**config.mk**
```make
export PLATFORM = sky130hd
export DESIGN_NAME = ecsm_ctrl
export DESIGN_NICKNAME = d
export VERILOG_FILES = /design/src/sv/ecsm_pkg.sv /design/src/sv/ecsm_ctrl.sv
export SDC_FILE = /design/constraint.sdc
export NUM_CORES = 1
export LEC_CHECK = 0
export ABC_CLOCK_PERIOD_IN_PS = 2300
export BUFFER_PORTS_ARGS = -buffer_cell sky130_fd_sc_hd__buf_4
export CAP_MARGIN = 30
export CORE_ASPECT_RATIO = 0.9
export CORE_MARGIN = 2
export CORE_UTILIZATION = 50
export CTS_CLUSTER_SIZE = 14
export DETAILED_ROUTE_END_ITERATION = 7
export HOLD_SLACK_MARGIN = 0.08
export PLACE_DENSITY = 0.76
export SYNTH_ARGS = -nofsm -noshare
export SYNTH_HDL_FRONTEND = slang
export SYNTH_SLANG_ARGS = --single-unit
```
**constraint.sdc**
```tcl
create_clock -name clk -period 2.3 [get_ports clk]
set_input_delay 0.23 -clock clk [delete_from_list [all_inputs] [get_ports clk]]
set_output_delay 0.23 -clock clk [all_outputs]
set_load 0.05 [all_outputs]
```
**src/sv/ecsm_pkg.sv**
```systemverilog
// Package for the scalar multiply core: widths, codes, command types and
// the command sequence table. No dependencies.
package ecsm_pkg;

	localparam int SCALAR_BITS  = 32;
	localparam int MOD_BITS     = 31;
	localparam int PROD_BITS    = 2 * MOD_BITS;
	localparam int DIV_CNT_BITS = $clog2(PROD_BITS + 1);
	localparam int CFG_IDX_BITS = 2;
	localparam int PC_BITS      = 5;
	localparam int STATUS_BITS  = 2;

	localparam logic [MOD_BITS-1:0] MODULUS_RST = MOD_BITS'(23);
	localparam logic [MOD_BITS-1:0] COEFF_RST   = '0;

	localparam logic [CFG_IDX_BITS-1:0] CFG_MODULUS = CFG_IDX_BITS'(0);
	localparam logic [CFG_IDX_BITS-1:0] CFG_COEFF   = CFG_IDX_BITS'(1);

	typedef enum logic [STATUS_BITS-1:0] {
		ST_OK    = 2'd0,
		ST_ZERO  = 2'd1,
		ST_NOINV = 2'd2
	} status_t;

	typedef enum logic [2:0] {
		OP_ADD, OP_SUB, OP_MOV, OP_MUL, OP_RED, OP_INV, OP_OUT
	} op_t;

	typedef enum logic [3:0] {
		R_DX, R_DY, R_AX, R_AY, R_K, R_T1, R_T2, R_LAM, R_INV, R_NX,
		R_XIN, R_YIN, R_KIN
	} reg_id_t;

	typedef struct packed {
		logic    valid;
		op_t     op;
		reg_id_t dst;
		reg_id_t a;
		reg_id_t b;
	} dp_cmd_t;

	typedef struct packed {
		logic done;
		logic fail;
	} dp_stat_t;

	typedef struct packed {
		op_t     op;
		reg_id_t dst;
		reg_id_t a;
		reg_id_t b;
	} ucode_t;

	localparam logic [PC_BITS-1:0] PC_RED     = PC_BITS'(0);
	localparam logic [PC_BITS-1:0] PC_RED_END = PC_BITS'(2);
	localparam logic [PC_BITS-1:0] PC_DBL     = PC_BITS'(3);
	localparam logic [PC_BITS-1:0] PC_DBL_END = PC_BITS'(16);
	localparam logic [PC_BITS-1:0] PC_ADD     = PC_BITS'(17);
	localparam logic [PC_BITS-1:0] PC_ADD_END = PC_BITS'(27);
	localparam logic [PC_BITS-1:0] PC_SET     = PC_BITS'(28);
	localparam logic [PC_BITS-1:0] PC_SET_END = PC_BITS'(29);
	localparam logic [PC_BITS-1:0] PC_OUT     = PC_BITS'(30);

	// Command sequence: reduce inputs, point doubling, point addition,
	// first accumulator load, result read-out.
	function automatic ucode_t ucode(input logic [PC_BITS-1:0] pc);
		ucode_t u;
		case (pc)
			5'd0:  u = '{OP_RED, R_DX,  R_XIN, R_XIN};
			5'd1:  u = '{OP_RED, R_DY,  R_YIN, R_YIN};
			5'd2:  u = '{OP_RED, R_K,   R_KIN, R_KIN};
			5'd3:  u = '{OP_ADD, R_T1,  R_DY,  R_DY};
			5'd4:  u = '{OP_INV, R_INV, R_T1,  R_T1};
			5'd5:  u = '{OP_MUL, R_T1,  R_DX,  R_DX};
			5'd6:  u = '{OP_ADD, R_T2,  R_T1,  R_T1};
			5'd7:  u = '{OP_ADD, R_T1,  R_T2,  R_T1};
			5'd8:  u = '{OP_SUB, R_T1,  R_T1,  R_K};
			5'd9:  u = '{OP_MUL, R_LAM, R_T1,  R_INV};
			5'd10: u = '{OP_MUL, R_T1,  R_LAM, R_LAM};
			5'd11: u = '{OP_ADD, R_T2,  R_DX,  R_DX};
			5'd12: u = '{OP_SUB, R_NX,  R_T1,  R_T2};
			5'd13: u = '{OP_SUB, R_T1,  R_DX,  R_NX};
			5'd14: u = '{OP_MUL, R_T1,  R_LAM, R_T1};
			5'd15: u = '{OP_SUB, R_DY,  R_T1,  R_DY};
			5'd16: u = '{OP_MOV, R_DX,  R_NX,  R_NX};
			5'd17: u = '{OP_SUB, R_T1,  R_DX,  R_AX};
			5'd18: u = '{OP_INV, R_INV, R_T1,  R_T1};
			5'd19: u = '{OP_SUB, R_T1,  R_DY,  R_AY};
			5'd20: u = '{OP_MUL, R_LAM, R_T1,  R_INV};
			5'd21: u = '{OP_MUL, R_T1,  R_LAM, R_LAM};
			5'd22: u = '{OP_SUB, R_T1,  R_T1,  R_AX};
			5'd23: u = '{OP_SUB, R_NX,  R_T1,  R_DX};
			5'd24: u = '{OP_SUB, R_T1,  R_AX,  R_NX};
			5'd25: u = '{OP_MUL, R_T1,  R_LAM, R_T1};
			5'd26: u = '{OP_SUB, R_AY,  R_T1,  R_AY};
			5'd27: u = '{OP_MOV, R_AX,  R_NX,  R_NX};
			5'd28: u = '{OP_MOV, R_AX,  R_DX,  R_DX};
			5'd29: u = '{OP_MOV, R_AY,  R_DY,  R_DY};
			5'd30: u = '{OP_OUT, R_T1,  R_AX,  R_AY};
			default: u = '{OP_MOV, R_T1, R_T1, R_T1};
		endcase
		return u;
	endfunction

endpackage

```
**src/sv/ecsm_ctrl.sv**
```systemverilog
// Controller: walks the scalar bits, issues datapath commands from the
// sequence table and owns the item handshakes. Depends on ecsm_pkg.
module ecsm_ctrl (
	input  logic                             clk,
	input  logic                             arst_n,
	input  logic                             in_valid,
	output logic                             in_ready,
	input  logic [ecsm_pkg::SCALAR_BITS-1:0] scalar,
	input  logic [ecsm_pkg::MOD_BITS-1:0]    modulus,
	output logic                             ld,
	output ecsm_pkg::dp_cmd_t                cmd,
	input  ecsm_pkg::dp_stat_t               stat,
	output logic                             out_valid,
	input  logic                             out_ready,
	output ecsm_pkg::status_t                out_status
);
	typedef enum logic [2:0] {
		S_IDLE, S_ISSUE, S_WAIT, S_BIT, S_AFTER, S_FIN
	} state_t;

	state_t                           state_q;
	logic [ecsm_pkg::PC_BITS-1:0]     pc_q;
	logic [ecsm_pkg::SCALAR_BITS-1:0] s_q;
	logic                             have_q;
	logic                             cmd_valid_q;
	logic                             out_valid_q;
	ecsm_pkg::status_t                status_q, out_status_q;
	ecsm_pkg::ucode_t                 uc;

	assign uc       = ecsm_pkg::ucode(pc_q);
	assign in_ready = state_q == S_IDLE;
	assign ld       = in_valid && in_ready;

	always_ff @(posedge clk or negedge arst_n) begin
		if (!arst_n) begin
			state_q      <= S_IDLE;
			pc_q         <= ecsm_pkg::PC_RED;
			s_q          <= '0;
			have_q       <= 1'b0;
			cmd_valid_q  <= 1'b0;
			out_valid_q  <= 1'b0;
			status_q     <= ecsm_pkg::ST_OK;
			out_status_q <= ecsm_pkg::ST_OK;
		end else begin
			cmd_valid_q <= 1'b0;
			if (out_valid_q && out_ready)
				out_valid_q <= 1'b0;
			case (state_q)
				S_IDLE: begin
					if (in_valid) begin
						s_q    <= scalar;
						have_q <= 1'b0;
						pc_q   <= ecsm_pkg::PC_RED;
						if (scalar == '0) begin
							status_q <= ecsm_pkg::ST_ZERO;
							state_q  <= S_FIN;
						end else if (modulus < ecsm_pkg::MOD_BITS'(2)) begin
							status_q <= ecsm_pkg::ST_NOINV;
							state_q  <= S_FIN;
						end else begin
							status_q <= ecsm_pkg::ST_OK;
							state_q  <= S_ISSUE;
						end
					end
				end
				S_ISSUE: begin
					// hold the read-out until the previous result has gone
					if (uc.op != ecsm_pkg::OP_OUT || !out_valid_q || out_ready) begin
						cmd_valid_q <= 1'b1;
						state_q     <= S_WAIT;
					end
				end
				S_WAIT: begin
					if (stat.done) begin
						if (stat.fail) begin
							status_q <= ecsm_pkg::ST_NOINV;
							state_q  <= S_FIN;
						end else begin
							case (pc_q)
								ecsm_pkg::PC_RED_END, ecsm_pkg::PC_DBL_END: state_q <= S_BIT;
								ecsm_pkg::PC_SET_END: begin
									have_q  <= 1'b1;
									state_q <= S_AFTER;
								end
								ecsm_pkg::PC_ADD_END: state_q <= S_AFTER;
								ecsm_pkg::PC_OUT:     state_q <= S_FIN;
								default: begin
									pc_q    <= pc_q + 1'b1;
									state_q <= S_ISSUE;
								end
							endcase
						end
					end
				end
				S_BIT: begin
					if (s_q[0]) begin
						pc_q    <= have_q ? ecsm_pkg::PC_ADD : ecsm_pkg::PC_SET;
						state_q <= S_ISSUE;
					end else begin
						state_q <= S_AFTER;
					end
				end
				S_AFTER: begin
					// double only while a higher bit remains
					if (s_q[ecsm_pkg::SCALAR_BITS-1:1] == '0) begin
						pc_q <= ecsm_pkg::PC_OUT;
					end else begin
						s_q  <= s_q >> 1;
						pc_q <= ecsm_pkg::PC_DBL;
					end
					state_q <= S_ISSUE;
				end
				S_FIN: begin
					if (!out_valid_q || out_ready) begin
						out_valid_q  <= 1'b1;
						out_status_q <= status_q;
						state_q      <= S_IDLE;
					end
				end
				default: state_q <= S_IDLE;
			endcase
		end
	end

	assign cmd        = '{valid: cmd_valid_q, op: uc.op, dst: uc.dst, a: uc.a, b: uc.b};
	assign out_valid  = out_valid_q;
	assign out_status = out_status_q;
endmodule

```
# Word-level counts from Yosys, hierarchy flattened

Memories as Yosys holds them, arrays and structs flattened.
Index checks and enable logic that the tools add are counted.

Word-level logic and storage cells: 90
Bits in writable memories: 0
Memories: 1
Input port bits: 69
Output and inout port bits: 21
Latch bits: 0
Bits in read-only memories: 480
Bits in registers: 47

Memory list:

| name            | depth | bits a word | rd ports | clocked after memory_dff | wr ports | RTL line       | source |
|---|---|---|---|---|---|---|---|
| (no name shown) | 32    | 15          | 1        | 0                        | 0        | ecsm_pkg.sv:68 | `case (pc)` |

Shifts and indexed selects: 0
Reductions and logical operators: 21
Add/subtract/negate cells: 1
Multiplexer cells: 37
Equality and inequality tests: 21
Divide/modulo/power cells: 0
$lt $le $gt $ge: 1
Multipliers: 0
Bitwise gates (word level): 0

Operators by type and width:

| operator              | number |
|---|---|
| $mux W32              | 2 |
| $pmux W32 S2          | 1 |
| $logic_not A32 Y1     | 1 |
| $logic_not A31 Y1     | 1 |
| $lt A31 B2 Y1 const B | 1 |
| $mux W5               | 6 |
| $mux W3               | 8 |
| $eq A5 B5 Y1 const B  | 4 |
| $ne A2 B2 Y1 const B  | 10 |
| $pmux W5 S4           | 1 |
| $pmux W3 S6           | 1 |
| $mux W2               | 5 |
| $mux W1               | 9 |
| $pmux W3 S3           | 1 |
| $reduce_and A4 Y1     | 2 |
| $eq A3 B2 Y1 const B  | 2 |
| $eq A3 B3 Y1 const B  | 2 |
| $reduce_and A6 Y1     | 1 |
| $add A5 B1 Y5 const B | 1 |
| $eq A5 B2 Y1 const B  | 1 |
| $reduce_and A5 Y1     | 1 |
| $reduce_or A5 Y1      | 1 |
| $mux W4               | 1 |
| $pmux W2 S2           | 1 |
| 12 further kinds      | 17 |

# Longest topological paths before layout

Word-level depth: 6
Gate-level depth with buffers: 9
Mapped depth without buffers: 7

# Least setup slack after synthesis

No wires, ideal clock.

Path kind: register to output
From: register pc_q[2] (netlist name)
To: output cmd[1] (netlist name)
Required time: 2,070 ps
Slack: -338 ps
Arrival time: 2,408 ps
Stages on the path, launching flop included: 7
Path buffers: 2
Cell sequence: dfrtp_1 > buf_2 > inv_1 > clkbuf_1 > ha_1 > o21ai_0 > o21ai_0

RTL lines:

| item                     | RTL line        | source |
|---|---|---|
| start: declaration       | ecsm_ctrl.sv:22 | `logic [ecsm_pkg::PC_BITS-1:0] pc_q;` |
| start signal: assignment | ecsm_ctrl.sv:37 | `pc_q <= ecsm_pkg::PC_RED;` |
| start signal: assignment | ecsm_ctrl.sv:53 | `pc_q <= ecsm_pkg::PC_RED;` |
| start signal: assignment | ecsm_ctrl.sv:88 | `pc_q <= pc_q + 1'b1;` |
| end: declaration         | ecsm_ctrl.sv:11 | `output ecsm_pkg::dp_cmd_t cmd,` |

==> tab_implementation.tex <==
\begin{tabular}{lr}
\hline
Metric & Value \\
\hline
\multicolumn{2}{l}{\textbf{Synth}} \\
\quad Netlist area before placement & $\sim$3600 sq um \\
\quad Mean Syn Cell Area & slightly below 10 sq um \\
\quad Part of the Yosys area used for sequential elements & 0.324 \\
\quad Synthesized flop and latch total & 47 \\
\quad Synthesized instance count & 373 \\
\quad Top\_reg\_cell synth & sky130\_fd\_sc\_hd\_\_dfrtp\_1 \\
\quad Async set-reset flop share out of synthesis & 1.00 \\
\quad Number of library cell types mapped by synthesis & 58 \\
\quad Number of flops mapped to enable cells by yosys & 0 \\
\quad Net Count, Synth & 457 \\
\quad Yosys warning count & 0 \\
\multicolumn{2}{l}{\textbf{Global route}} \\
\quad Overflow after GRT & 0 \\
\quad Number of antenna violations at the first check in global routing & 0 \\
\quad First-pass GRT wire length & 15,200 microns \\
\quad Maximum number of pins on one net before global-route repair & 48 \\
\quad Overall routing resource usage & 0.236 \\
\quad Via count of the first global-routing pass & 3,135 \\
\multicolumn{2}{l}{\textbf{Worst setup path}} \\
\quad Slowest cell delay on critical path & 0.44 ns \\
\quad Number of cells traversed by the worst register-to-register path & 6 \\
\quad CP max stage cell & sky130\_fd\_sc\_hd\_\_dfrtp\_2 \\
\quad Critical path arrival & slightly below 2 ns \\
\quad Cell seen most often among critical-path stages & sky130\_fd\_sc\_hd\_\_buf\_4 \\
\quad Flop2flop setup slack & 0.21 ns \\
\quad Top fanout value on the critical path & 5 \\
\quad Crit-path cells & buf\_4 > ha\_1 > buf\_4 > mux2\_2 > o22ai\_2 > nand2\_1 > o31a\_1 > buf\_4 \\
\quad Type of element launching the critical path & flop \\
\quad Worst reg2reg startpoint & s\_q[22] \\
\quad Data required time of the worst path & about 2.1 ns \\
\quad Category of the critical setup timing path & reg2out \\
\quad CP Capture Type & output port \\
\quad Terminus of the critical flop-to-flop path & s\_q[3] \\
\multicolumn{2}{l}{\textbf{Cells and area}} \\
\quad Final cell area excluding filler cells & between 4000 and 5000 sq um \\
\quad Area growth from synthesis to layout & 27.0\% \\
\quad Number of antenna cells inserted & 0 \\
\quad Number of standard cells in the layout, taps in and fillers out & between 500 and 600 \\
\quad Layout cell share with drive strength beyond 1 & 0.403 \\
\quad Leading cell types in the layout, fill and taps excluded & sky130\_fd\_sc\_hd\_\_buf\_4 (113), sky130\_fd\_sc\_hd\_\_dfrtp\_1 (44), sky130\_fd\_sc\_hd\_\_nand2\_1 (33) \\
\quad Post-layout nets & roughly 550 \\
\quad Commonest non-fill, non-tap cell in the layout & sky130\_fd\_sc\_hd\_\_buf\_4 \\
\multicolumn{2}{l}{\textbf{Clock network}} \\
\quad Number of clock sinks seen by CTS & 47 \\
\quad Skew-Pair Late Insertion Delay & 0.30 ns \\
\quad Number of buffers inserted during clock tree synthesis & 5 \\
\quad Clock transition at the register clock pins on the worst setup and hold paths after CTS & around 0.090 ns \\
\quad Deepest clock path buffer count & 2 \\
\quad Clock tree root driver cell & sky130\_fd\_sc\_hd\_\_clkbuf\_8 \\
\quad Clock tree from TritonCTS & built \\
\quad Level count of the clock H-tree & 2 \\
\multicolumn{2}{l}{\textbf{STA}} \\
\quad Clock skew after layout & around 0.012 ns \\
\quad Final-layout worst hold slack & 0.151 ns \\
\quad Max Transition Viols Final & 0 \\
\quad Setup repair after global routing missed its margin & false \\
\quad Min cycle time layout & 2.20 ns \\
\quad Final setup viols & 0 \\
\quad F\_max & roughly 450 MHz \\
\quad Worst-margin pin slew & 0.734 ns \\
\quad Relative slew margins & 0.510 \\
\quad Part of the cycle the worst path needs & 0.957 \\
\quad Summed negative setup slack over all endpoints & 0 ns \\
\quad Final Hold Fails & 0 \\
\multicolumn{2}{l}{\textbf{Flow run}} \\
\quad Max cap viols & 0 \\
\multicolumn{2}{l}{\textbf{Worst hold path}} \\
\quad Launch instance of the worst min-delay path & scalar[31] \\
\quad Number of stages on the worst hold path & 3 \\
\quad Worst min-delay path endpoint & s\_q[31] \\
\quad Type of the most critical hold path & in2reg \\
\multicolumn{2}{l}{\textbf{Routing}} \\
\quad Wirelength, routed & roughly 9100 microns \\
\quad Number of DRC markers in iteration 0 & approximately 200 \\
\quad Remaining DRCs & 0 \\
\quad Antenna-violating nets left & 0 \\
\quad Routed met3 length & approximately 340 microns \\
\quad Routed WL per cell & between 15 and 20 microns \\
\quad Highest Signal Layer & met4 \\
\quad Length of the first detailed-routing pass in iterations & 5 \\
\quad Metal-1 WL & around 4400 microns \\
\quad Post-detailed-route via-to-cell ratio & 5.72 \\
\quad Vias after detailed routing & approximately 3,200 \\
\quad Routed length on met2 & 4310 microns \\
\multicolumn{2}{l}{\textbf{Die}} \\
\quad Overall die width & around 94 microns \\
\quad Floorplan die area & 7950 sq um \\
\quad Core footprint & between 7000 and 8000 sq um \\
\quad FP Rows & 29 \\
\quad I/O pin cnt & 90 \\
\quad Initial Util & 0.515 \\
\quad Chip height & 84.8 microns \\
\multicolumn{2}{l}{\textbf{Pwr}} \\
\quad Leakage & a little over 2 nW \\
\quad Post-route total power & roughly 7.2 mW \\
\quad Largest vdd supply drop & $\sim$660 uV \\
\quad Ratio of total power to cell area & between 1500 and 2000 nW/um\^{}2 \\
\multicolumn{2}{l}{\textbf{Placed design}} \\
\quad Post-Place Cells & around 550 \\
\quad Final weighted congestion in routability-driven placement & just over 0.9 \\
\quad Standard cell area after detailed placement & 4450 sq um \\
\quad Port Buffer Count & 88 \\
\quad Detailed placer's ending HPWL & just under 7000 microns \\
\multicolumn{2}{l}{\textbf{Status}} \\
\quad Result of the run & complete, no violations \\
\hline
\end{tabular}
-- cells by family (layout without fill, tap and decap cells) --
family	Yosys count	count (layout)	synth area share
compound gates	84	84	0.152
buf+inv	31	129	0.0452
xor+xnor	1	1	0.00242
fa+ha+maj	15	15	0.0518
flops	47	47	0.324
simple gates	129	129	0.188
mux	66	66	0.236
-- registers in the layout, indices dropped and copies added (netlist names) --
| name | flops |
|---|---|
| s_q | 32 |
| out_valid | 1 |
| status_q | 2 |
| out_status | 2 |
| state_q | 3 |
| have_q | 1 |
| cmd_valid_q | 1 |
| pc_q | 5 |
-- how the worst max path moves through the flow --
stage / slack [ns] / cells after the start / to / start
5_1_grt: 0.007 / 7 / cmd[2] / pc_q[1]
2_1_floorplan: 0.01 / 5 / cmd[2] / pc_q[2]
3_5_place_dp: 0.20 / 8 / pc_q[0] / pc_q[0]
4_1_cts: 0.001 / 7 / cmd[6] / pc_q[1]
3_3_place_gp: 0.23 / 7 / state_q[1] / pc_q[1]
6_report: 0.1 / 8 / cmd[6] / pc_q[1]
-- repair_timing --
item,in CTS,in global routing
setup endpoints to repair,6,9
hold buffers,1,0
cloned,0,0
resized for setup,5,8
hold endpoints to repair,47,0
setup buffers,0,3
-- synthesized netlist by cell type (2+ instances only) --
cell | number | share of area
sky130_fd_sc_hd__buf_6 | 3 | 0.0093
sky130_fd_sc_hd__clkbuf_1 | 5 | 0.0052
sky130_fd_sc_hd__a21oi_1 | 16 | 0.022
sky130_fd_sc_hd__o31ai_1 | 3 | 0.0062
sky130_fd_sc_hd__nor4_1 | 22 | 0.038
sky130_fd_sc_hd__nand2_1 | 33 | 0.034
sky130_fd_sc_hd__mux2_2 | 15 | 0.047
sky130_fd_sc_hd__o22ai_1 | 2 | 0.0035
sky130_fd_sc_hd__buf_2 | 8 | 0.011
sky130_fd_sc_hd__nand3_1 | 6 | 0.0083
sky130_fd_sc_hd__nand2b_1 | 9 | 0.016
sky130_fd_sc_hd__nor2b_1 | 8 | 0.014
sky130_fd_sc_hd__nor3b_1 | 2 | 0.0041
sky130_fd_sc_hd__a21o_1 | 3 | 0.0062
sky130_fd_sc_hd__o21ai_0 | 25 | 0.035
sky130_fd_sc_hd__nor3_1 | 2 | 0.0028
sky130_fd_sc_hd__buf_1 | 4 | 0.0041
sky130_fd_sc_hd__or2_2 | 3 | 0.0052
sky130_fd_sc_hd__and2_1 | 4 | 0.0069
sky130_fd_sc_hd__a31oi_1 | 6 | 0.010
sky130_fd_sc_hd__nand4_1 | 7 | 0.012
sky130_fd_sc_hd__nor3_2 | 2 | 0.0055
sky130_fd_sc_hd__o211ai_1 | 4 | 0.0083
sky130_fd_sc_hd__o221ai_1 | 2 | 0.0048
sky130_fd_sc_hd__ha_1 | 15 | 0.052
sky130_fd_sc_hd__a22o_1 | 2 | 0.0048
sky130_fd_sc_hd__buf_4 | 4 | 0.0083
sky130_fd_sc_hd__a311oi_1 | 2 | 0.0048
sky130_fd_sc_hd__mux2_1 | 20 | 0.062
sky130_fd_sc_hd__dfrtp_1 | 47 | 0.32
sky130_fd_sc_hd__a211oi_1 | 4 | 0.0083
sky130_fd_sc_hd__nor2_1 | 22 | 0.023
sky130_fd_sc_hd__or3_1 | 2 | 0.0035
sky130_fd_sc_hd__mux2_4 | 30 | 0.12
sky130_fd_sc_hd__inv_1 | 7 | 0.0073
sky130_fd_sc_hd__a22oi_1 | 2 | 0.0041
-- metrics by stage --
| step | utilization | setup WS (ns) |
|---|---|---|
| 4_1_cts | 0.648 | 0.00122 |
| 3_3_place_gp | 0.632 | 0.231 |
| 6_report | 0.654 | 0.0984 |
| 3_5_place_dp | 0.632 | 0.200 |
| 5_1_grt | 0.654 | 0.00708 |
| 2_1_floorplan | - | 0.0142 |
-- metal layers --
layer / up-vias / global-route usage
li1: 1571 / -
met1: 1574 / 0.347
met2: 75 / 0.373
met3: 4 / 0.0332
met4: 0 / 0.0487
met5: - / 0
-- area by class of cell --
cell class,count,area [sq um]
inverter,7,28.8
multi-input combinational,295,2330
timing repair buffer,114,858
sequential,47,1180
fill,607,2430
clock inverter,1,8.76
clock buffer,7,86.3
tap,93,116
-- critical path, delay by kind of cell (launching register included) --
family | cells | cell delay (ns)
simple gates | 1 | 0.07
compound gates | 2 | 0.23
flops | 1 | 0.44
buf+inv | 3 | 0.50
fa+ha+maj | 1 | 0.19
mux | 1 | 0.26
-- report_power, final --
part           internal [mW]  switching (mW)
clock                  0.247           0.284
sequential              1.24           0.453
combinational           2.17            2.80
total                   3.65            3.54
Note: power is estimated with default switching activity, not from simulation.
